--- config.mk ---
export PLATFORM = sky130hd
export DESIGN_NAME = tct_cmd_fifo
export DESIGN_NICKNAME = d
export VERILOG_FILES = /design/src/tct_cmd_fifo.sv
export SDC_FILE = /design/constraint.sdc
export NUM_CORES = 1
export LEC_CHECK = 0
export ABC_AREA = 1
export BUFFER_PORTS_ARGS = -buffer_cell sky130_fd_sc_hd__buf_2
export CAP_MARGIN = 15
export CORE_MARGIN = 2
export CORE_UTILIZATION = 30
export CTS_BUF_LIST = sky130_fd_sc_hd__clkbuf_8
export DETAILED_ROUTE_END_ITERATION = 6
export SYNTH_ARGS = -nofsm -noshare
export SYNTH_HDL_FRONTEND = slang
export SYNTH_SLANG_ARGS = --single-unit
--- constraint.sdc ---
create_clock -name clk -period 1.6 [get_ports clk]
set_input_delay 0.32 -clock clk [delete_from_list [all_inputs] [get_ports clk]]
set_output_delay 0.32 -clock clk [all_outputs]
set_load 0.005 [all_outputs]
--- src/tct_cmd_fifo.sv ---
// Small command queue between the hashing front end and the table back end.
// Depends on nothing outside this file.
module tct_cmd_fifo #(
  parameter int WIDTH = 8
) (
  input  logic             clk,
  input  logic             rst,
  input  logic             push_valid,
  output logic             push_ready,
  input  logic [WIDTH-1:0] push_data,
  output logic             pop_valid,
  input  logic             pop_ready,
  output logic [WIDTH-1:0] pop_data
);

  logic [WIDTH-1:0] slots [2];
  logic             wptr;
  logic             rptr;
  logic [1:0]       count;
  logic             do_push;
  logic             do_pop;

  assign push_ready = (count != 2'd2);
  assign pop_valid  = (count != 2'd0);
  assign pop_data   = slots[rptr];
  assign do_push    = push_valid && push_ready;
  assign do_pop     = pop_valid && pop_ready;

  always_ff @(posedge clk) begin
    if (do_push) begin
      slots[wptr] <= push_data;
    end
  end

  always_ff @(posedge clk) begin
    if (rst) begin
      wptr  <= 1'b0;
      rptr  <= 1'b0;
      count <= 2'd0;
    end else begin
      if (do_push) begin
        wptr <= ~wptr;
      end
      if (do_pop) begin
        rptr <= ~rptr;
      end
      count <= count + {1'b0, do_push} - {1'b0, do_pop};
    end
  end

endmodule

==> flow_summary.ini, run 1 <==
[run_status]
status = finished clean

[hold_path]
hold_path.class = primary input to flop

[floorplan]
pin_count = 22
rows = 19
initial_core_util_pct = 31.8
core_um2 = 2760
die_area_um2 = 3370
die_h_um = 58.0
die_w_um = 58.0

[routing]
drt_wl_total_um = 1330
vias = 521
wl_met2_um = 680
firstDrtPassIters = 2
wl_per_cell_um = 11.2
avgViaCountPerCell = 4.38
routed-wl-met3_um = 134
post-route-drc-count = 0
dr.max_layer_used = met3
wl_met1_um = 512
antenna_left = 0
drt_iter0_drc = 3

[cts]
clock_latency_ns = 0.25
hold_buffers = 0
cts_sinks = 21
numCtsBuffers = 3
post-cts-setup-buffer-count = 0
cts_tree = built
path_clk_slew_ns = 0.07
htree_levels = 1
cts_resized = 0
clk_path_buf_depth = 2
cts-root-buf = clkbuf_8

[placed_design]
placement.io_buffers = 21
placed_area_um2 = 1020
dpl.cell_count = 115
gp_congestion = 0.642
place_hpwl_um = 1010

[sta]
rsz0062_at_grt = no
skew_ns = 0.00135
setup_tns_ns = 0
setup_viol = 0
post-route-min-period_ns = 1.51
max_slew_margin_pct = 77.5
clock.fmax_ghz = 0.662
period_share_pct = 94.4
hold_violations = 0
worst_pin_slew_ns = 0.337
hold_ws_ns = 0.218
drv_slew = 0

[setup_path]
critPathCaptureType = primary output
crit_fanout = 8
worst-path-buf-inv = 2
crit_required_ns = 1.28
path_cells = buf_4 > mux2_4 > buf_2
slowest_stage = dfxtp_1
worstSetupStartpointType = flop
crit_family = flip-flops
critPathMaxStageDelay_ns = 0.31
arrival_ns = 1.19
path_class = flop to primary output

[logic_synthesis]
synthCells = 62
synth.top_cells.by_area = edfxtp_1 55%, mux2_4 14%, dfxtp_1 11%
synth_warnings = 0
synth_seq_cells = 21
syn_area_um2 = 876
yosys.area.top_type = edfxtp_1
yosysSeqAreaShare_pct = 66.3
syn_nets = 76
synthDistinctLibCells = 14
avgSynthCellArea_um2 = 14.1
synth.top_cell.area_share_pct = 54.9

[finish]
diodes = 0
syn_to_final_growth_pct = 22.3
finish.net_count = 103
fin_area_um2 = 1070
instances_no_fill = 119
drive_above_1_share_pct = 46.6

[grt]
grt_max_degree = 13
track_usage_pct = 9.36
antenna_found_initial = 0
grt_pass1_vias = 555
overflow = 0
grt_pass1_wl_um = 2330

[pwr]
p_leak_nw = 0.471
finalPower_mw = 1.61
ir_worst_vdd_mv = 0.965
power_density_nw_per_um2 = 1500

[run]
maxCapViolCount = 0
==> area by class of cell <==
class	instances	area [µm²]
multi-input cells	32	254
clock inverters	1	5.00
fillers	269	1690
inverters	8	30.0
repair buffers	23	120
well taps	31	38.8
flip-flops and latches	21	582
clock buffers	3	41.3
==> cell usage in the layout (no fill, tap or decap), drive strengths merged <==
cell,count
mux2,8
nor2,9
dfxtp,5
edfxtp,16
buf,23
nand2,8
nand3,3
clkinv,1
a21oi,2
ha,2
clkbuf,3
inv,8
==> registers in the layout, summed over array words and instances, names as in the netlist, named ones only <==
signal / cells
count: 2
rptr: 1
slots: 16
wptr: 1
==> logic make-up (layout without fill, tap and decap cells) <==
logic type	count (synthesis)	in the layout	share of synthesized area [%]
buffers and inverters	9	35	4.71
AOI/OAI and AO/OA	2	2	1.14
and+or+nand+nor	20	20	11.3
adders and majority gates	2	2	2.86
DFF	21	21	66.3
muxes	8	8	13.7
==> metal layers <==
metal  global-route usage (%)  vias to the layer above
met5                        0                        -
met4                     1.99                        0
met3                     5.80                        0
met2                     15.9                       21
met1                     9.89                      241
li1                         -                      259
==> metrics by stage <==
step | setup slack (ns) | util [%]
after global placement | 0.155 | 37.1
final | 0.0893 | 38.8
after global routing | 0.0166 | 38.8
after detailed placement | 0.0858 | 37.1
after floorplan | 0.177 | -
after CTS | 0.0686 | 38.8
==> report_power, final <==
part | switching [mW] | total, mW | internal [mW]
clock network | 0.162 | 0.335 | 0.173
registers | 0.0501 | 0.752 | 0.702
logic | 0.256 | 0.521 | 0.265
==> worst paths after layout <==
| check | end | slack [ns] | cells past startpoint | startpoint |
|---|---|---|---|---|
| setup reg to reg | count[1] | 0.13 | 10 | count[0] |
| hold / removal | count[0] | 0.22 | 2 | rst |
| setup / recovery | pop_data[7] | 0.09 | 3 | flop |
| hold reg to reg | flop | 0.51 | 2 | rptr |
==> cells in the mapped netlist <==
master,count
nand2_1,6
nand3_2,1
inv_1,8
nand2_2,2
a21oi_1,2
nor2_4,1
buf_6,1
ha_1,2
mux2_4,8
edfxtp_1,16
nor2_1,7
nand3_1,2
nor2_2,1
dfxtp_1,5
==> worst register-to-register path: cells and delay by family (launching register included) <==
kind / cells / cell delay, ns
compound gates: 1 / 0.12
fa+ha+maj: 2 / 0.45
buf+inv: 3 / 0.16
flops: 1 / 0.35
simple gates: 4 / 0.28
Note: power is estimated with default switching activity, not from simulation.
==> run 2, diff against run 1 <==
==> constraint.sdc (replaced) <==
create_clock -name clk -period 1.2 [get_ports clk]
set_input_delay 0.24 -clock clk [delete_from_list [all_inputs] [get_ports clk]]
set_output_delay 0.24 -clock clk [all_outputs]
set_load 0.005 [all_outputs]
==> flow_summary.ini, run 2 (synthesized netlist as in run 1, its figures left out) <==
[finish]
instances_no_fill = 127
finish.net_count = 111
drive_above_1_share_pct = 65.6
diodes = 0
final_common_cell = edfxtp_1
top_regs = slots x16, count x2
fin_area_um2 = 1310
syn_to_final_growth_pct = 49.3
regMostFlops = slots
largest_reg_flops = 16
mostFrequentLayoutCells = 16 x edfxtp_1, 14 x buf_6, 11 x buf_2, 8 x mux2_4, 6 x nor2_1
postLayoutCoreUtil_pct = 47.4

[routing]
avgViaCountPerCell = 4.30
drt_iter0_drc = 21
firstDrtPassIters = 3
drt_wl_total_um = 1520
antenna_left = 0
vias = 546
post-route-drc-count = 0
wl_per_cell_um = 12.0

[sta]
drv_slew = 0
period_share_pct = 115
hold_violations = 0
worst_slack_ns = -0.185
setup_tns_ns = -1.79
skew_ns = 0.000436
hold_ws_ns = 0.137
clock.fmax_ghz = 0.722
rsz0062_at_grt = yes
post-route-min-period_ns = 1.38
setup_viol = 12
max_slew_margin_pct = 88.0
worst_pin_slew_ns = 0.180

[grt]
grt_max_degree = 13
overflow = 0
grt_pass1_vias = 565
grt_pass1_wl_um = 2490
antenna_found_initial = 0
track_usage_pct = 9.87

[setup_path]
critPathCaptureType = primary output
worstSetupStartpointType = flop
slowest_stage = dfxtp_2
crit_required_ns = 0.96
arrival_ns = 1.14
r2r_start = count[0]
path_cells = buf_12 > mux2_4 > buf_6
path_class = flop to primary output
r2r_cells = 10
crit_fanout = 8
critPathMaxStageDelay_ns = 0.34

[floorplan]
die_w_um = 58.0
core_um2 = 2760
pin_count = 22
die_h_um = 58.0
die_area_um2 = 3370
initial_core_util_pct = 31.8
rows = 19

[placed_design]
placement.io_buffers = 21
dpl.cell_count = 120
gp_congestion = 0.664
placed_area_um2 = 1120
place_ws_ns = -0.175
place_hpwl_um = 1080

[run_status]
violations = negative setup slack
status = finished with violations

[cts]
cts_tree = built
cts-root-buf = clkbuf_8
hold_buffers = 0
htree_levels = 1
clk_path_buf_depth = 2
path_clk_slew_ns = 0.07
numCtsBuffers = 3
clock_latency_ns = 0.25
cts_sinks = 21

[pwr]
power_density_nw_per_um2 = 2140
ir_worst_vdd_mv = 1.29
p_leak_nw = 0.550
finalPower_mw = 2.80

[hold_path]
hold_path.class = primary input to flop
hp-start = rst
whs_path_depth = 2

[run]
maxCapViolCount = 0
-- run 2: cell types whose count changed in the layout (fill, tap and decap cells not counted), sizes merged --
cell  change
buf       +8
-- run 2: critical path: cells and delay by family (launching register included) --
kind / cells / cell delay, ns
muxes: 1 / 0.30
DFF: 1 / 0.34
buffers and inverters: 2 / 0.24
-- run 2: cell type report --
cell class / instances / area (µm²)
Fill cell: 251 / 1450
Sequential cell: 21 / 589
Inverter: 8 / 32.5
Clock inverter: 1 / 5.00
Timing Repair Buffer: 31 / 283
Multi-Input combinational cell: 32 / 318
Tap cell: 31 / 38.8
Clock buffer: 3 / 41.3
-- run 2: final timing paths --
check                 to  slack [ns]
min             count[0]        0.14
max          pop_data[0]       -0.18
min reg2reg         flop        0.54
max reg2reg     count[1]       -0.16
-- run 2: routing by layer --
layer	vias to the layer above	GRT usage [%]	share of wire, %
met1	249	10.1	39
met4	0	1.99	0
li1	278	-	-
met2	19	18.5	54
met5	-	0	0
met3	0	4.24	7.2
-- run 2: timing repair --
item,in CTS,in global routing
pin swaps,5,1
setup endpoints to repair,20,28
gates cloned,0,0
gates resized for setup,20,12
buffers inserted,5,3
-- run 2: power by group --
group          total (mW)  internal [mW]  switching (mW)
clock network       0.441          0.230           0.210
registers            1.06          0.955           0.108
logic                1.29          0.783           0.512
total                2.80           1.97           0.830
==> run 3, diff against run 2 <==
--- a/config.mk
+++ b/config.mk
@@ -9,9 +9,10 @@
 export BUFFER_PORTS_ARGS = -buffer_cell sky130_fd_sc_hd__buf_2
 export CAP_MARGIN = 15
 export CORE_MARGIN = 2
-export CORE_UTILIZATION = 30
+export CORE_UTILIZATION = 48
 export CTS_BUF_LIST = sky130_fd_sc_hd__clkbuf_8
 export DETAILED_ROUTE_END_ITERATION = 6
+export PLACE_DENSITY = 0.76
 export SYNTH_ARGS = -nofsm -noshare
 export SYNTH_HDL_FRONTEND = slang
 export SYNTH_SLANG_ARGS = --single-unit
==> constraint.sdc (replaced) <==
create_clock -name clk -period 1.2 [get_ports clk]
set_input_delay 0 -clock clk [delete_from_list [all_inputs] [get_ports clk]]
set_output_delay 0 -clock clk [all_outputs]
set_load 0.005 [all_outputs]
==> flow_summary.ini, run 3 (synthesized netlist as in run 1, its figures left out) <==
[floorplan]
rows = 15
initial_core_util_pct = 50.7
die_h_um = 46.7
pin_count = 22
die_w_um = 46.7
core_um2 = 1730
die_area_um2 = 2180

[setup_path]
arrival_ns = 1.52
critPathMaxStageDelay_ns = 0.37
worstSetupStartpointType = flop
critPathCaptureType = flop
slowest_stage = dfxtp_4
worst-path-buf-inv = 2
crit_fanout = 4
path_class = flop to flop
path_cells = nor2_4 > nor2_4 > ha_4 > inv_2 > ha_4 > inv_2 > nand2_2 > a21oi_2 > nor2_1
crit_required_ns = 1.35
crit_family = adder cells

[placed_design]
placement.io_buffers = 21
place_hpwl_um = 960
gp_congestion = 0.660
dpl.cell_count = 112

[sta]
setup_viol = 2
drv_slew = 0
rsz0062_at_grt = yes
max_slew_margin_pct = 83.3
period_share_pct = 114
worst_slack_ns = -0.173
skew_ns = 0.00266
hold_violations = 0
worst_pin_slew_ns = 0.251
post-route-min-period_ns = 1.37
clock.fmax_ghz = 0.728

[grt]
track_usage_pct = 15.6
antenna_found_initial = 0
grt_use_met1_pct = 15.5
grt_max_degree = 13
overflow = 0
grt_pass1_vias = 595
grt_busiest_layer = met2
grt_pass1_wl_um = 2220
gr-usage-met3_pct = 3.53
met2_usage_pct = 28.1

[routing]
drt_iter0_drc = 9
avgViaCountPerCell = 4.55
vias = 591
drt_wl_total_um = 1550
post-route-drc-count = 0
firstDrtPassIters = 4
antenna_left = 0
wl_per_cell_um = 11.9

[cts]
clk_path_buf_depth = 2
numCtsBuffers = 3
cts_sinks = 21
htree_levels = 1
clock_latency_ns = 0.25
path_clk_slew_ns = 0.07
cts-root-buf = clkbuf_8
cts_tree = built

[run_status]
status = finished with violations
violations = negative setup slack

[pwr]
power_density_nw_per_um2 = 2020
p_leak_nw = 0.556
ir_worst_vdd_mv = 1.61

[run]
maxCapViolCount = 0

[hold_path]
hold_path.class = primary input to flop

[finish]
drive_above_1_share_pct = 61.0
top_regs = slots x16, count x2
finish.net_count = 120
largest_reg_flops = 16
instances_no_fill = 130
final_common_cell = buf_2
mostFrequentLayoutCells = 21 x buf_2, 16 x edfxtp_1, 9 x dlygate4sd3_1, 8 x mux2_4, 7 x buf_4
postLayoutCoreUtil_pct = 76.2
syn_to_final_growth_pct = 50.1
regMostFlops = slots
diodes = 0
[run 3: cell types whose count changed in the layout (fill, tap and decap cells not counted), sizes merged]
cell / previous run / this run
dlygate4sd3: 0 / 9
[run 3: area by class of cell]
| class | count | area [µm²] |
|---|---|---|
| clock buffers | 3 | 41.3 |
| clock inverters | 1 | 5.00 |
| fillers | 121 | 412 |
| inverters | 8 | 37.5 |
| multi-input cells | 32 | 325 |
| flip-flops and latches | 21 | 589 |
| well taps | 25 | 31.3 |
| repair buffers | 40 | 285 |
[run 3: metrics by stage]
step / setup WS [ns] / power (mW) / TNS [ns] / hold WS, ns / area (µm²)
finish: -0.173 / 2.65 / -0.236 / 0.0476 / 1320
floorplan: -0.127 / 1.58 / -0.723 / 0.0638 / 906
detailed placement: -0.177 / 1.87 / -0.257 / 0.170 / 1080
CTS: -0.140 / 2.57 / -0.343 / 0.0496 / 1290
global placement: -0.140 / 1.84 / -0.183 / 0.162 / 1080
global route: -0.229 / 2.81 / -0.351 / 0.0809 / 1320
[run 3: final timing paths]
| path | depth (start not counted) | start | to | slack [ns] |
|---|---|---|---|---|
| worst max-delay path | 9 | count[1] | count[1] | -0.17 |
| worst min register to register | 2 | rptr | flop | 0.54 |
| worst max register to register | 9 | count[1] | count[1] | -0.17 |
| worst min-delay path | 4 | pop_ready | flop | 0.05 |
[run 3: power breakdown]
| part | switching, mW | internal, mW |
|---|---|---|
| combinational | 0.502 | 0.648 |
| sequential | 0.106 | 0.955 |
| clock | 0.212 | 0.231 |
| total | 0.821 | 1.83 |
[run 3: repair_timing]
action | in CTS | in global routing
buffers inserted | 4 | 2
endpoints found under the hold margin | 17 | 0
gates resized for setup | 13 | 9
pin swaps | 5 | 4
hold buffers | 9 | 0
endpoints found under the setup margin | 4 | 26
[run 3: per-layer routing]
| metal | vias to the layer above | share of wire, % |
|---|---|---|
| met1 | 272 | 41 |
| met2 | 18 | 53 |
| met3 | 4 | 4.4 |
| li1 | 297 | - |
| met4 | 0 | 1.6 |
| met5 | - | 0 |
[run 3: tightest hold or removal path, delay by kind of cell]
kind / cells / cell delay (ns)
buf+inv: 1 / 0.08
simple gates: 3 / 0.18
