<file path="config.mk">
export PLATFORM = sky130hd
export DESIGN_NAME = tct_front_flat
export DESIGN_NICKNAME = d
export VERILOG_FILES = /design/src/tct_pkg.sv /design/src/tct_if.sv /design/src/tct_front.sv /design/src/flat_wrapper.sv
export SDC_FILE = /design/constraint.sdc
export NUM_CORES = 1
export LEC_CHECK = 0
export ABC_AREA = 1
export ABC_CLOCK_PERIOD_IN_PS = 2200
export BUFFER_PORTS_ARGS = -buffer_cell sky130_fd_sc_hd__buf_2
export CORE_AREA = 2 2 145 147
export CTS_CLUSTER_SIZE = 20
export DETAILED_ROUTE_END_ITERATION = 16
export DIE_AREA = 0 0 147 149
export GPL_TIMING_DRIVEN = 0
export REMOVE_ABC_BUFFERS = 1
export SYNTH_ARGS = -nofsm -noshare
export SYNTH_HDL_FRONTEND = slang
export SYNTH_SLANG_ARGS = --single-unit
</file>
<file path="constraint.sdc">
create_clock -name clk -period 2.2 [get_ports clk]
set_clock_uncertainty 0.15 [all_clocks]
set_input_delay 0.11 -clock clk [delete_from_list [all_inputs] [get_ports clk]]
set_output_delay 0.11 -clock clk [all_outputs]
set_load 0.02 [all_outputs]
</file>
<file path="src/tct_pkg.sv">
// Package for the timestamp correlation table: codes, defaults and hash constants.
// Used by the front end, the back end, the top level and the bench; depends on nothing.
package tct_pkg;

  localparam int TABLE_DEPTH_DEFAULT    = 1024;
  localparam int NAME_MAX_CHARS_DEFAULT = 32;

  localparam logic [31:0] HASH_MULT     = 32'd31;
  localparam logic [15:0] TIMEOUT_RESET = 16'd5;

  // Item kinds.
  localparam logic [1:0] KIND_INSERT = 2'd0;
  localparam logic [1:0] KIND_MATCH  = 2'd1;
  localparam logic [1:0] KIND_TICK   = 2'd2;
  localparam logic [1:0] KIND_IGNORE = 2'd3;

  // Result status codes.
  localparam logic [2:0] ST_INSERTED  = 3'd0;
  localparam logic [2:0] ST_MATCHED   = 3'd1;
  localparam logic [2:0] ST_NOT_FOUND = 3'd2;
  localparam logic [2:0] ST_EXPIRED   = 3'd3;
  localparam logic [2:0] ST_TICK_DONE = 3'd4;

endpackage

</file>
<file path="src/tct_if.sv">
// Valid/ready channel interfaces for the input items and the result items.
// Depends on nothing; the package is not needed here.
interface tct_in_if;
  logic        valid;
  logic        ready;
  logic [1:0]  kind;
  logic [15:0] app_id;
  logic [15:0] sample_count;
  logic [5:0]  name_length;
  logic [63:0] name_chars_0;
  logic [63:0] name_chars_1;
  logic [63:0] name_chars_2;
  logic [63:0] name_chars_3;
  logic [63:0] hw_timestamp;

  modport source (output valid, kind, app_id, sample_count, name_length, name_chars_0,
                  name_chars_1, name_chars_2, name_chars_3, hw_timestamp, input ready);
  modport sink   (input valid, kind, app_id, sample_count, name_length, name_chars_0,
                  name_chars_1, name_chars_2, name_chars_3, hw_timestamp, output ready);
endinterface


</file>
<file path="src/tct_front.sv">
// Front end: accepts items, folds the key hash one character per cycle and takes the
// slot from the low hash bits (TABLE_DEPTH is a power of two). Depends on tct_pkg, tct_in_if.
module tct_front #(
  parameter int TABLE_DEPTH    = tct_pkg::TABLE_DEPTH_DEFAULT,
  parameter int NAME_MAX_CHARS = tct_pkg::NAME_MAX_CHARS_DEFAULT,
  parameter int CMD_W          = 8
) (
  input  logic             clk,
  input  logic             rst,
  tct_in_if.sink           in_ch,
  input  logic             clearing,
  output logic             push_valid,
  input  logic             push_ready,
  output logic [CMD_W-1:0] push_data
);
  import tct_pkg::*;

  localparam int SLOT_W = (TABLE_DEPTH > 1) ? $clog2(TABLE_DEPTH) : 1;
  localparam int NAME_W = 8 * NAME_MAX_CHARS;
  localparam int IDX_W  = (NAME_MAX_CHARS > 1) ? $clog2(NAME_MAX_CHARS) : 1;
  localparam logic [5:0]      LEN_MAX = 6'(NAME_MAX_CHARS);

  typedef enum logic [1:0] {F_IDLE, F_HASH, F_PUSH} fstate_t;

  fstate_t            state;
  logic [1:0]         kind;
  logic [15:0]        app;
  logic [15:0]        smp;
  logic [5:0]         len;
  logic [NAME_W-1:0]  name;
  logic [63:0]        stamp;
  logic [31:0]        h;
  logic [5:0]         idx;

  logic [5:0]         len_eff;
  logic [255:0]       name_all;
  logic [NAME_W-1:0]  name_masked;
  logic [31:0]        hash_init;
  logic [31:0]        h_step;
  logic               take;

  assign len_eff  = (in_ch.name_length > LEN_MAX) ? LEN_MAX : in_ch.name_length;
  assign name_all = {in_ch.name_chars_3, in_ch.name_chars_2,
                     in_ch.name_chars_1, in_ch.name_chars_0};

  // Bytes at or beyond the effective length are zeroed, so stored names compare whole.
  always_comb begin
    for (int i = 0; i < NAME_MAX_CHARS; i++) begin
      name_masked[i*8 +: 8] = (6'(i) < len_eff) ? name_all[i*8 +: 8] : 8'd0;
    end
  end

  assign hash_init = 32'(in_ch.app_id) * HASH_MULT + 32'(in_ch.sample_count);
  assign h_step    = h * HASH_MULT + 32'(name[idx[IDX_W-1:0]*8 +: 8]);

  assign in_ch.ready = (state == F_IDLE) && !clearing;
  assign take        = in_ch.valid && in_ch.ready;
  assign push_valid  = (state == F_PUSH);
  assign push_data   = {kind, h[SLOT_W-1:0], app, smp, len, name, stamp};

  always_ff @(posedge clk) begin
    if (rst) begin
      state <= F_IDLE;
    end else begin
      unique case (state)
        F_IDLE: begin
          if (take) begin
            kind  <= in_ch.kind;
            app   <= in_ch.app_id;
            smp   <= in_ch.sample_count;
            len   <= len_eff;
            name  <= name_masked;
            stamp <= in_ch.hw_timestamp;
            h     <= hash_init;
            idx   <= '0;
            if (in_ch.kind == KIND_TICK) begin
              state <= F_PUSH;
            end else if (in_ch.kind == KIND_IGNORE) begin
              state <= F_IDLE;
            end else if (len_eff == 6'd0) begin
              state <= F_PUSH;
            end else begin
              state <= F_HASH;
            end
          end
        end
        F_HASH: begin
          h   <= h_step;
          idx <= idx + 6'd1;
          if (idx + 6'd1 == len) begin
            idx   <= '0;
            state <= F_PUSH;
          end
        end
        F_PUSH: begin
          if (push_ready) begin
            state <= F_IDLE;
          end
        end
        default: state <= F_IDLE;
      endcase
    end
  end

endmodule

</file>
<file path="src/flat_wrapper.sv">
// flat-port wrapper written by rule: the top's interface ports become plain ports
module tct_front_flat import tct_pkg::*;
#(
  parameter int TABLE_DEPTH    = tct_pkg::TABLE_DEPTH_DEFAULT,
  parameter int NAME_MAX_CHARS = tct_pkg::NAME_MAX_CHARS_DEFAULT,
  parameter int CMD_W          = 8
)
  (clk, rst, clearing, push_valid, push_ready, push_data, in_ch_valid, in_ch_kind, in_ch_app_id, in_ch_sample_count, in_ch_name_length, in_ch_name_chars_0, in_ch_name_chars_1, in_ch_name_chars_2, in_ch_name_chars_3, in_ch_hw_timestamp, in_ch_ready);
  tct_in_if in_ch_i ();
  input  logic clk;
  input  logic rst;
  input  logic clearing;
  output logic push_valid;
  input  logic push_ready;
  output logic [CMD_W-1:0] push_data;
  input wire logic [$bits(in_ch_i.valid)-1:0] in_ch_valid;
  input wire logic [$bits(in_ch_i.kind)-1:0] in_ch_kind;
  input wire logic [$bits(in_ch_i.app_id)-1:0] in_ch_app_id;
  input wire logic [$bits(in_ch_i.sample_count)-1:0] in_ch_sample_count;
  input wire logic [$bits(in_ch_i.name_length)-1:0] in_ch_name_length;
  input wire logic [$bits(in_ch_i.name_chars_0)-1:0] in_ch_name_chars_0;
  input wire logic [$bits(in_ch_i.name_chars_1)-1:0] in_ch_name_chars_1;
  input wire logic [$bits(in_ch_i.name_chars_2)-1:0] in_ch_name_chars_2;
  input wire logic [$bits(in_ch_i.name_chars_3)-1:0] in_ch_name_chars_3;
  input wire logic [$bits(in_ch_i.hw_timestamp)-1:0] in_ch_hw_timestamp;
  output wire logic [$bits(in_ch_i.ready)-1:0] in_ch_ready;
  assign in_ch_i.valid = in_ch_valid;
  assign in_ch_i.kind = in_ch_kind;
  assign in_ch_i.app_id = in_ch_app_id;
  assign in_ch_i.sample_count = in_ch_sample_count;
  assign in_ch_i.name_length = in_ch_name_length;
  assign in_ch_i.name_chars_0 = in_ch_name_chars_0;
  assign in_ch_i.name_chars_1 = in_ch_name_chars_1;
  assign in_ch_i.name_chars_2 = in_ch_name_chars_2;
  assign in_ch_i.name_chars_3 = in_ch_name_chars_3;
  assign in_ch_i.hw_timestamp = in_ch_hw_timestamp;
  assign in_ch_ready = in_ch_i.ready;
  tct_front #(.TABLE_DEPTH(TABLE_DEPTH), .NAME_MAX_CHARS(NAME_MAX_CHARS), .CMD_W(CMD_W)) u_core (.clk(clk), .rst(rst), .in_ch(in_ch_i), .clearing(clearing), .push_valid(push_valid), .push_ready(push_ready), .push_data(push_data));
endmodule
</file>
==> metrics.cfg, run 1 <==
[worst_setup_path]
reg2reg_depth = 10
path_class = flop to flop
startpoint_type = flop
critPathArrivalTime_ps = 1830
r2r_setup_slack_ps = 230
end_kind = flop
crit_slowest_cell = edfxtp_1
cp_max_fo = 8
worstPathCellList = ha_1 > inv_1 > nand2_1 > nand2_1 > nor2_1 > nand3_1 > nor2_1 > nand3_2 > nand2_4 > a21oi_1
critPathMaxStageDelay_ps = 490
cp_top_family = simple AND/OR/NAND/NOR gates
critPathBufInv = 1
cp.required_ps = 2060
cp.depth = 10

[logic_synthesis]
avgSynthCellArea_sq_um = 9.09
ys_seq_elements = 22
synth_warnings = 0
netlist_area_sq_um = 1110
synthDistinctLibCells = 24
synth_cells = 122
yosysSeqAreaShare_pct = 57.8

[grt]
gr-total-overflow = 0
grtUsageMet3_pct = 0.703
grt_use_met1_pct = 3.87
antenna_found_initial = 0
grt_first_pass_wirelength_mm = 4.95
grt_max_degree = 15
grt_pass1_vias = 900
grt_usage_pct = 3.13
gr-max-usage-layer = met2
use_met2_pct = 4.86

[outcome]
status = complete, no violations

[timing]
layout_setup_ws_ps = 227
drv_slew = 0
hold_violations = 0
maxSlewHeadroom_pct = 52.0
rsz0062_at_grt = no
setup_viol = 0
finalSetupTns_ps = 0
period_needed_ps = 1970
worst_pin_slew_ps = 720
fmax_mhz = 507
period_share_pct = 89.7

[clock_network]
cts_tree = done
cts_made_buffers = 3
insertion_delay_ps = 250
ctsRootBufferMaster = clkbuf_16
clkSinkCount = 22
cts_buffer_depth = 2
clkTransAtPathRegs_ps = 50
htree_levels = 1

[floorplanning]
row_count = 53
die_h_um = 149
dieWidth_um = 147
die-area_sq_um = 21900
io_pins = 375
initial_core_util_pct = 5.39
core-area_sq_um = 20600

[placed_design]
gp_congestion = 0.754
dp_slack_ps = 7.33
hpwl_mm = 2.68
port_buffers = 30

[power]
power_density_nw_per_um2 = 630
p_leak_nw = 0.699
seq_power_share_pct = 46.5
p_sw_share_pct = 26.7
p_comb_share_pct = 19.4
ir_worst_vdd_mv = 0.249
switchingPower_w = 0.000302
pwr-share-clk_pct = 34.1
p_int_w = 0.000831

[detailed_routing]
drtPass1Iterations = 4
ant_nets = 0
drtIter0Drc = 94
drc = 0
viasPerCell = 2.05
wl_per_cell_um = 7.38
drt_wl_total_mm = 3.26
num_vias = 906

[final_layout]
n_antenna_cell = 0
final_layout_size_suffix_gt1_share_pct = 29.3
nets = 534
n_fill_cell = 2420
area_delta_synth_final_pct = 62.2
final_core_util_pct = 8.75

[hold_path]
min_path_type = input port to flop
worstHoldPathCells = 3

[flow_run]
maxCapViolCount = 0

-- routing by layer --
metal	wire [um]	part of all wire (%)
met5	0	0
met4	89	2.7
met3	175	5.4
met2	1490	46
met1	1510	46
-- layout by cell type (no fill, tap or decap), types with 2 or more instances in the layout --
cell type and count:
dlygate4sd3_1 10, edfxtp_1 20, nor2_1 18, inv_1 21, nand3_1 12, nand4_1 2
nand2_1 24, a21oi_1 3, nor2_2 3, nand2_2 3, buf_2 30, dfxtp_1 2
clkbuf_16 3, buf_4 3
-- power by group through the flow --
| stage | Combinational [W] | Sequential, W | Clock, W |
|---|---|---|---|
| after global placement | 0.000195 | 0.000536 | 0 |
| after floorplan | 0.000129 | 0.000533 | 0 |
| after detailed placement | 0.000196 | 0.000536 | 0 |
| final | 0.000220 | 0.000526 | 0.000386 |
| after CTS | 0.000213 | 0.000528 | 0.000398 |
| after global routing | 0.000250 | 0.000532 | 0.000409 |
-- Yosys cell counts --
| library cell | n | area, sq um |
|---|---|---|
| buf_2 | 1 | 5.00 |
| or2_2 | 1 | 6.26 |
| a21oi_1 | 3 | 15.0 |
| clkbuf_1 | 1 | 3.75 |
| nand3b_1 | 1 | 7.51 |
| nand3_2 | 1 | 10.0 |
| o21ai_0 | 1 | 5.00 |
| a21boi_0 | 1 | 7.51 |
| inv_2 | 1 | 3.75 |
| inv_1 | 21 | 78.8 |
| nand3_1 | 12 | 60.1 |
| nor3_2 | 1 | 10.0 |
| edfxtp_1 | 20 | 601 |
| nand2_4 | 1 | 11.3 |
| nand2_2 | 3 | 18.8 |
| nor2_4 | 1 | 11.3 |
| ha_1 | 1 | 12.5 |
| nor2_1 | 19 | 71.3 |
| or2_1 | 1 | 6.26 |
| nand4_1 | 2 | 12.5 |
| nor2_2 | 2 | 12.5 |
| dfxtp_1 | 2 | 40.0 |
| nand2_1 | 24 | 90.1 |
| a21oi_2 | 1 | 8.76 |
-- registers in the layout (all words and copies together), names as in the netlist --
name	count
u_core.state	2
u_core.stamp	8
u_core.len	6
u_core.idx	6
-- layout make-up --
cell class | count | area, sq um | area share (%)
clock buffers | 4 | 78.8 | 4.38
inverters | 22 | 82.6 | 4.59
multi-input cells | 76 | 379 | 21.1
flip-flops and latches | 22 | 641 | 35.6
well taps | 275 | 344 | 19.1
repair buffers | 43 | 273 | 15.2
-- cells by family (layout without fill, tap and decap cells) --
group	Yosys count	in the layout	share of synthesized area [%]
AOI/OAI and AO/OA	6	6	3.27
adders and majority gates	1	1	1.13
buffers and inverters	24	69	8.24
DFF	22	22	57.8
and+or+nand+nor	69	69	29.6
-- metrics by stage --
step | hold slack [ps] | total power [W] | cells | cell area, sq um
after CTS | 8.70 | 0.00114 | 439 | 1770
final | 15.2 | 0.00113 | 442 | 1800
after floorplan | 58.9 | 0.000662 | 120 | 1100
after global routing | 24.1 | 0.00119 | 442 | 1800
after global placement | 148 | 0.000731 | 425 | 1590
after detailed placement | 144 | 0.000733 | 425 | 1590
-- final timing paths --
kind,from,endpoint
hold / removal,in_ch_name_length[3],u_core.len[3]
setup reg to reg,u_core.idx[0],u_core.idx[5]
setup / recovery,u_core.idx[0],u_core.idx[5]
hold reg to reg,u_core.state[0],u_core.state[0]
-- what timing repair did --
action,CTS,global route
buffers inserted,0,3
endpoints found under the setup margin,0,20
hold endpoints to repair,10,0
hold buffers,10,0
resized for setup,0,1
-- worst min-delay path, stage by stage --
cell,delay [ps]
buf_2,90
inv_1,30
nor2_1,70
No activity file was read; power rests on OpenSTA's default activity.
==> inputs of run 2 (changes only) <==
--- a/config.mk
+++ b/config.mk
@@ -5,13 +5,12 @@
 export SDC_FILE = /design/constraint.sdc
 export NUM_CORES = 1
 export LEC_CHECK = 0
-export ABC_AREA = 1
 export ABC_CLOCK_PERIOD_IN_PS = 2200
 export BUFFER_PORTS_ARGS = -buffer_cell sky130_fd_sc_hd__buf_2
-export CORE_AREA = 2 2 145 147
+export CORE_AREA = 2 2 146 148
 export CTS_CLUSTER_SIZE = 20
 export DETAILED_ROUTE_END_ITERATION = 16
-export DIE_AREA = 0 0 147 149
+export DIE_AREA = 0 0 148 150
 export GPL_TIMING_DRIVEN = 0
 export REMOVE_ABC_BUFFERS = 1
 export SYNTH_ARGS = -nofsm -noshare
==> run 2 against run 1 <==
  * Core utilization down 0.23 points
  * Power is 1.6% lower
  * Sequential cell count unchanged
  * Setup slack worse by 70 ps
  * Worst hold slack got worse by 8.4 ps
  * Sequential power down 8.2%
  * First-iteration DRC count fell by 86%
  * Clock power increased by 34%
  * Largest cell class unchanged
  * Highest routed layer unchanged
==> metrics.cfg, run 2 <==
[outcome]
status = complete, no violations

[detailed_routing]
num_vias = 746
drtPass1Iterations = 3
viasPerCell = 1.88
wl_per_cell_um = 6.09
drtIter0Drc = 13
ant_nets = 0
drt_wl_total_mm = 2.41
drc = 0

[final_layout]
nets = 488
largest_reg_flops = 8
reg_top3 = u_core.stamp x8, u_core.idx x6, u_core.len x6
final_cell_area_sq_um = 1760
final_layout_size_suffix_gt1_share_pct = 33.1
n_antenna_cell = 0
area_delta_synth_final_pct = 67.5
final_cell_mix = 30 x buf_2, 20 x edfxtp_1, 10 x dlygate4sd3_1
layout_commonest_cell = buf_2
largest-register = u_core.stamp

[grt]
grt_pass1_vias = 777
grt_usage_pct = 2.13
grt_max_degree = 15
antenna_found_initial = 0
grt_first_pass_wirelength_mm = 3.68
gr-total-overflow = 0

[placed_design]
dp_slack_ps = -77.9
port_buffers = 30
gp_congestion = 0.620
place_area_sq_um = 1540
hpwl_mm = 1.81

[worst_setup_path]
startpoint_type = flop
cp.required_ps = 2050
cp_max_fo = 7
end_kind = flop
path_class = flop to flop
reg2reg_depth = 6
critPathArrivalTime_ps = 1890

[clock_network]
ctsRootBufferMaster = clkbuf_16
insertion_delay_ps = 260
clkTransAtPathRegs_ps = 60
clkSinkCount = 22
htree_levels = 1
cts_buffer_depth = 2
cts_made_buffers = 3
cts_tree = done

[logic_synthesis]
synth.area.top_cells = edfxtp_1 57%, xnor2_1 5.0%, dfxtp_1 3.8%, a211oi_1 3.6%, nor2b_1 3.6%
yosysTopAreaCell = edfxtp_1
netlist.area_leader.share_pct = 57.1
netlist_area_sq_um = 1050
synth_cells = 76
yosysSeqAreaShare_pct = 60.9
ys_async_sr_fraction_pct = 0
avgSynthCellArea_sq_um = 13.8
synth_warnings = 0
post-synth-top-count-cell = edfxtp_1
synth_edf_count = 20
synthDistinctLibCells = 30
synth_common_cells = 20 x edfxtp_1, 6 x nor2_1, 6 x nor2b_1, 6 x xnor2_1, 5 x a211oi_1
synth_ff_type = edfxtp_1
ys_seq_elements = 22

[floorplanning]
initial_core_util_pct = 5.09
die_h_um = 150
dieWidth_um = 148
core-area_sq_um = 20700
io_pins = 375
row_count = 53
die-area_sq_um = 22200

[timing]
worst_pin_slew_ps = 764
hold_violations = 0
rsz0062_at_grt = no
maxSlewHeadroom_pct = 49.0
period_needed_ps = 2040
fmax_mhz = 489
layout_setup_ws_ps = 156
period_share_pct = 92.9
setup_viol = 0
drv_slew = 0

[hold_path]
worstHoldPathCells = 2
min_path_type = input port to flop

[power]
power.total_w = 0.00111
ir_worst_vdd_mv = 0.254
p_leak_nw = 0.584
power_density_nw_per_um2 = 632

[flow_run]
maxCapViolCount = 0

==> run 2: changes by cell type after synthesis, moves of 2 or more <==
| cell | before | now |
|---|---|---|
| nand2_2 | 3 | 0 |
| and3_1 | 0 | 2 |
| a21oi_1 | 3 | 1 |
| nor2_1 | 19 | 6 |
| nand2_1 | 24 | 3 |
| nor2b_1 | 0 | 6 |
| a31o_2 | 0 | 2 |
| nor2_2 | 2 | 0 |
| inv_1 | 21 | 2 |
| nand3_1 | 12 | 1 |
| a211oi_1 | 0 | 5 |
| nand4_1 | 2 | 0 |
| xor2_1 | 0 | 3 |
| xnor2_1 | 0 | 6 |
==> run 2: metrics by stage <==
| step | utilization [%] | instances | hold WS (ps) | TNS [ps] |
|---|---|---|---|---|
| after floorplan | - | 75 | 58.9 | 0 |
| after global placement | 7.46 | 380 | 137 | -188 |
| after detailed placement | 7.46 | 380 | 139 | -329 |
| after CTS | 8.52 | 396 | 6.47 | 0 |
| after global routing | 8.52 | 396 | 15.0 | 0 |
| final | 8.52 | 396 | 6.87 | 0 |
==> run 2: critical path, cell delays in order, from the launching register on <==
cell	delay (ps)
edfxtp_1	460
ha_1	250
and3_1	220
xor3_1	230
nor4_4	220
buf_4	190
a211oi_1	80
==> run 2: kinds of logic after synthesis <==
| logic type | count (synthesis) | share of synthesized area [%] |
|---|---|---|
| adders and majority gates | 1 | 1.19 |
| DFF | 22 | 60.9 |
| buffers and inverters | 3 | 1.07 |
| and+or+nand+nor | 25 | 14.5 |
| AOI/OAI and AO/OA | 14 | 10.5 |
| xor gates and xnor gates | 11 | 11.9 |
==> run 2: final timing paths <==
| kind | startpoint | endpoint | slack [ps] |
|---|---|---|---|
| max | u_core.idx[0] | u_core.idx[0] | 160 |
| min | in_ch_name_length[0] | u_core.len[0] | 7 |
| max reg2reg | u_core.idx[0] | u_core.idx[0] | 160 |
| min reg2reg | u_core.len[5] | u_core.idx[5] | 460 |
==> run 2: per-layer routing <==
layer	global-route usage, %	part of all wire [%]
met2	3.50	49
met1	2.54	46
met3	0.640	3.6
met4	1.00	1.7
met5	0	0
==> run 2: power by group <==
group,internal [W],switching (W),leakage (nW),total [W]
Clock,0.000361,0.000154,0.0511,0.000516
Combinational,0.0000590,0.0000568,0.331,0.000116
Sequential,0.000473,0.00000943,0.203,0.000483
Total,0.000894,0.000221,0.584,0.00111
==> run 2: layout make-up <==
type / instances / area [sq um]
Fill cell: 2408 / 18900
Sequential cell: 22 / 641
Multi-Input combinational cell: 51 / 400
Tap cell: 275 / 344
Timing Repair Buffer: 42 / 265
Clock buffer: 3 / 75.1
Clock inverter: 1 / 30.0
Inverter: 2 / 7.51
==> run 2: timing repair <==
action                                 CTS  global route
resized for setup                        0             1
endpoints found under the hold margin   10             0
pin swaps                                1             0
hold buffers                            10             0
setup endpoints to repair                6             1
buffers inserted                         2             0
==> inputs of run 3 (changes only) <==
--- a/config.mk
+++ b/config.mk
@@ -5,7 +5,7 @@
 export SDC_FILE = /design/constraint.sdc
 export NUM_CORES = 1
 export LEC_CHECK = 0
-export ABC_CLOCK_PERIOD_IN_PS = 2200
+export ABC_CLOCK_PERIOD_IN_PS = 2100
 export BUFFER_PORTS_ARGS = -buffer_cell sky130_fd_sc_hd__buf_2
 export CORE_AREA = 2 2 146 148
 export CTS_CLUSTER_SIZE = 20
==> constraint.sdc (replaced) <==
create_clock -name clk -period 2.1 [get_ports clk]
set_clock_uncertainty 0.15 [all_clocks]
set_input_delay 0.105 -clock clk [delete_from_list [all_inputs] [get_ports clk]]
set_output_delay 0.105 -clock clk [all_outputs]
set_load 0.02 [all_outputs]
==> run 3 against run 2 <==
  * Worst hold slack worse by 4.9 ps
  * Cell area up 1.3%
  * First-iteration DRC count is 23% higher
  * Setup slack got worse by 67 ps
  * Critical path depth stayed put
  * Non-clock buffer count up 2
  * Power is 5.1% higher
  * Largest power group unchanged
  * Largest cell class unchanged
  * Register-to-register slack got worse by 70 ps
==> metrics.cfg, run 3 (synthesis results as in run 2) <==
[final_layout]
final_cell_area_sq_um = 1790
final_core_util_pct = 8.63
largest_reg_flops = 8
final_cells = 398
reg_top3 = u_core.stamp x8, u_core.idx x6, u_core.len x6
final_cell_mix = 30 x buf_2, 20 x edfxtp_1, 10 x dlygate4sd3_1
area_delta_synth_final_pct = 69.7
layout_commonest_cell = buf_2
largest-register = u_core.stamp
n_antenna_cell = 0
nets = 490
final_layout_size_suffix_gt1_share_pct = 35.0

[floorplanning]
row_count = 53
dieWidth_um = 148
core-area_sq_um = 20700
die-area_sq_um = 22200
io_pins = 375
die_h_um = 150
initial_core_util_pct = 5.09

[worst_setup_path]
critPathMaxStageDelay_ps = 410
r2r_setup_slack_ps = 90
crit_start = u_core.idx[0]
cp_max_fo = 7
end_kind = flop
path_class = flop to flop
startpoint_type = flop
rr_startpoint = u_core.idx[0]
crit_end = u_core.idx[0]
crit_slowest_cell = edfxtp_1
cp.required_ps = 1950
reg2reg_depth = 6
critPathArrivalTime_ps = 1860
r2r_end = u_core.idx[0]
worstPathCellList = ha_1 > and3_1 > xor3_1 > nor4_4 > buf_4 > a211oi_1

[detailed_routing]
drc = 0
drt_wl_total_mm = 2.41
wl_per_cell_um = 6.06
viasPerCell = 1.89
ant_nets = 0
num_vias = 754
drtPass1Iterations = 3
drtIter0Drc = 16

[hold_path]
min_from = in_ch_name_length[0]
min_path_type = input port to flop

[clock_network]
ctsRootBufferMaster = clkbuf_16
insertion_delay_ps = 260
cts_made_buffers = 3
htree_levels = 1
clkTransAtPathRegs_ps = 60
clkSinkCount = 22
cts_tree = done
cts_buffer_depth = 2

[timing]
fmax_mhz = 497
rsz0062_at_grt = no
holdWs_ps = 1.93
worst_pin_slew_ps = 764
period_share_pct = 95.8
layout_setup_ws_ps = 88.9
maxSlewHeadroom_pct = 48.9
hold_violations = 0
period_needed_ps = 2010
setup_viol = 0
drv_slew = 0

[power]
power_density_nw_per_um2 = 656
p_leak_nw = 0.599
ir_worst_vdd_mv = 0.266

[placed_design]
place_area_sq_um = 1540
dp_slack_ps = -178
dp.cells = 380
port_buffers = 30
gp_congestion = 0.620
hpwl_mm = 1.81

[grt]
antenna_found_initial = 0
gr-total-overflow = 0
grt_max_degree = 15
grt_first_pass_wirelength_mm = 3.66
grt_usage_pct = 2.12
grt_pass1_vias = 773

[flow_run]
maxCapViolCount = 0

[outcome]
status = complete, no violations

run 3: changes by cell type in the layout (fill, tap and decap cells not counted), sizes merged:
cell  change
buf       +2
run 3: worst max-delay path: cells and delay by family (launching register included):
family / cells / cell delay, ps
simple gates: 2 / 440
fa+ha+maj: 1 / 260
compound gates: 1 / 80
xor+xnor: 1 / 230
buf+inv: 1 / 190
flops: 1 / 410
run 3: metrics by stage:
| step | setup TNS, ps | total power (W) |
|---|---|---|
| 2_1_floorplan | 0 | 0.000579 |
| 3_3_place_gp | -788 | 0.000620 |
| 3_5_place_dp | -953 | 0.000622 |
| 4_1_cts | 0 | 0.00118 |
| 5_1_grt | 0 | 0.00121 |
| 6_report | 0 | 0.00117 |
run 3: repair_timing:
action / CTS / global route
buffers inserted: 2 / 2
gates resized for setup: 1 / 1
hold endpoints to repair: 10 / 0
cloned: 0 / 0
pin swaps: 1 / 0
setup endpoints to repair: 8 / 8
hold buffers: 10 / 0
run 3: final cells by class:
type,count,area (sq um)
fill,2409,18900
timing repair buffer,44,280
sequential,22,641
clock inverter,1,30.0
multi-input combinational,51,408
inverter,2,7.51
clock buffer,3,75.1
tap,275,344
run 3: how the worst min path moves through the flow:
stage	to	depth (start not counted)
global placement	u_core.stamp[4]	1
detailed placement	u_core.stamp[5]	1
global route	u_core.len[0]	2
finish	u_core.len[0]	2
CTS	u_core.len[0]	2
floorplan	u_core.len[5]	0
run 3: where the power goes:
part,total (W),internal (W),switching [W]
clock,0.000540,0.000379,0.000162
sequential,0.000506,0.000496,0.00000972
combinational,0.000125,0.0000645,0.0000605
run 3: per-layer routing:
metal	GRT usage (%)	part of all wire (%)	wire length, um
met1	2.52	46	1110
met2	3.50	49	1170
met3	0.640	3.6	86
met4	1.00	1.7	40
met5	0	0	0
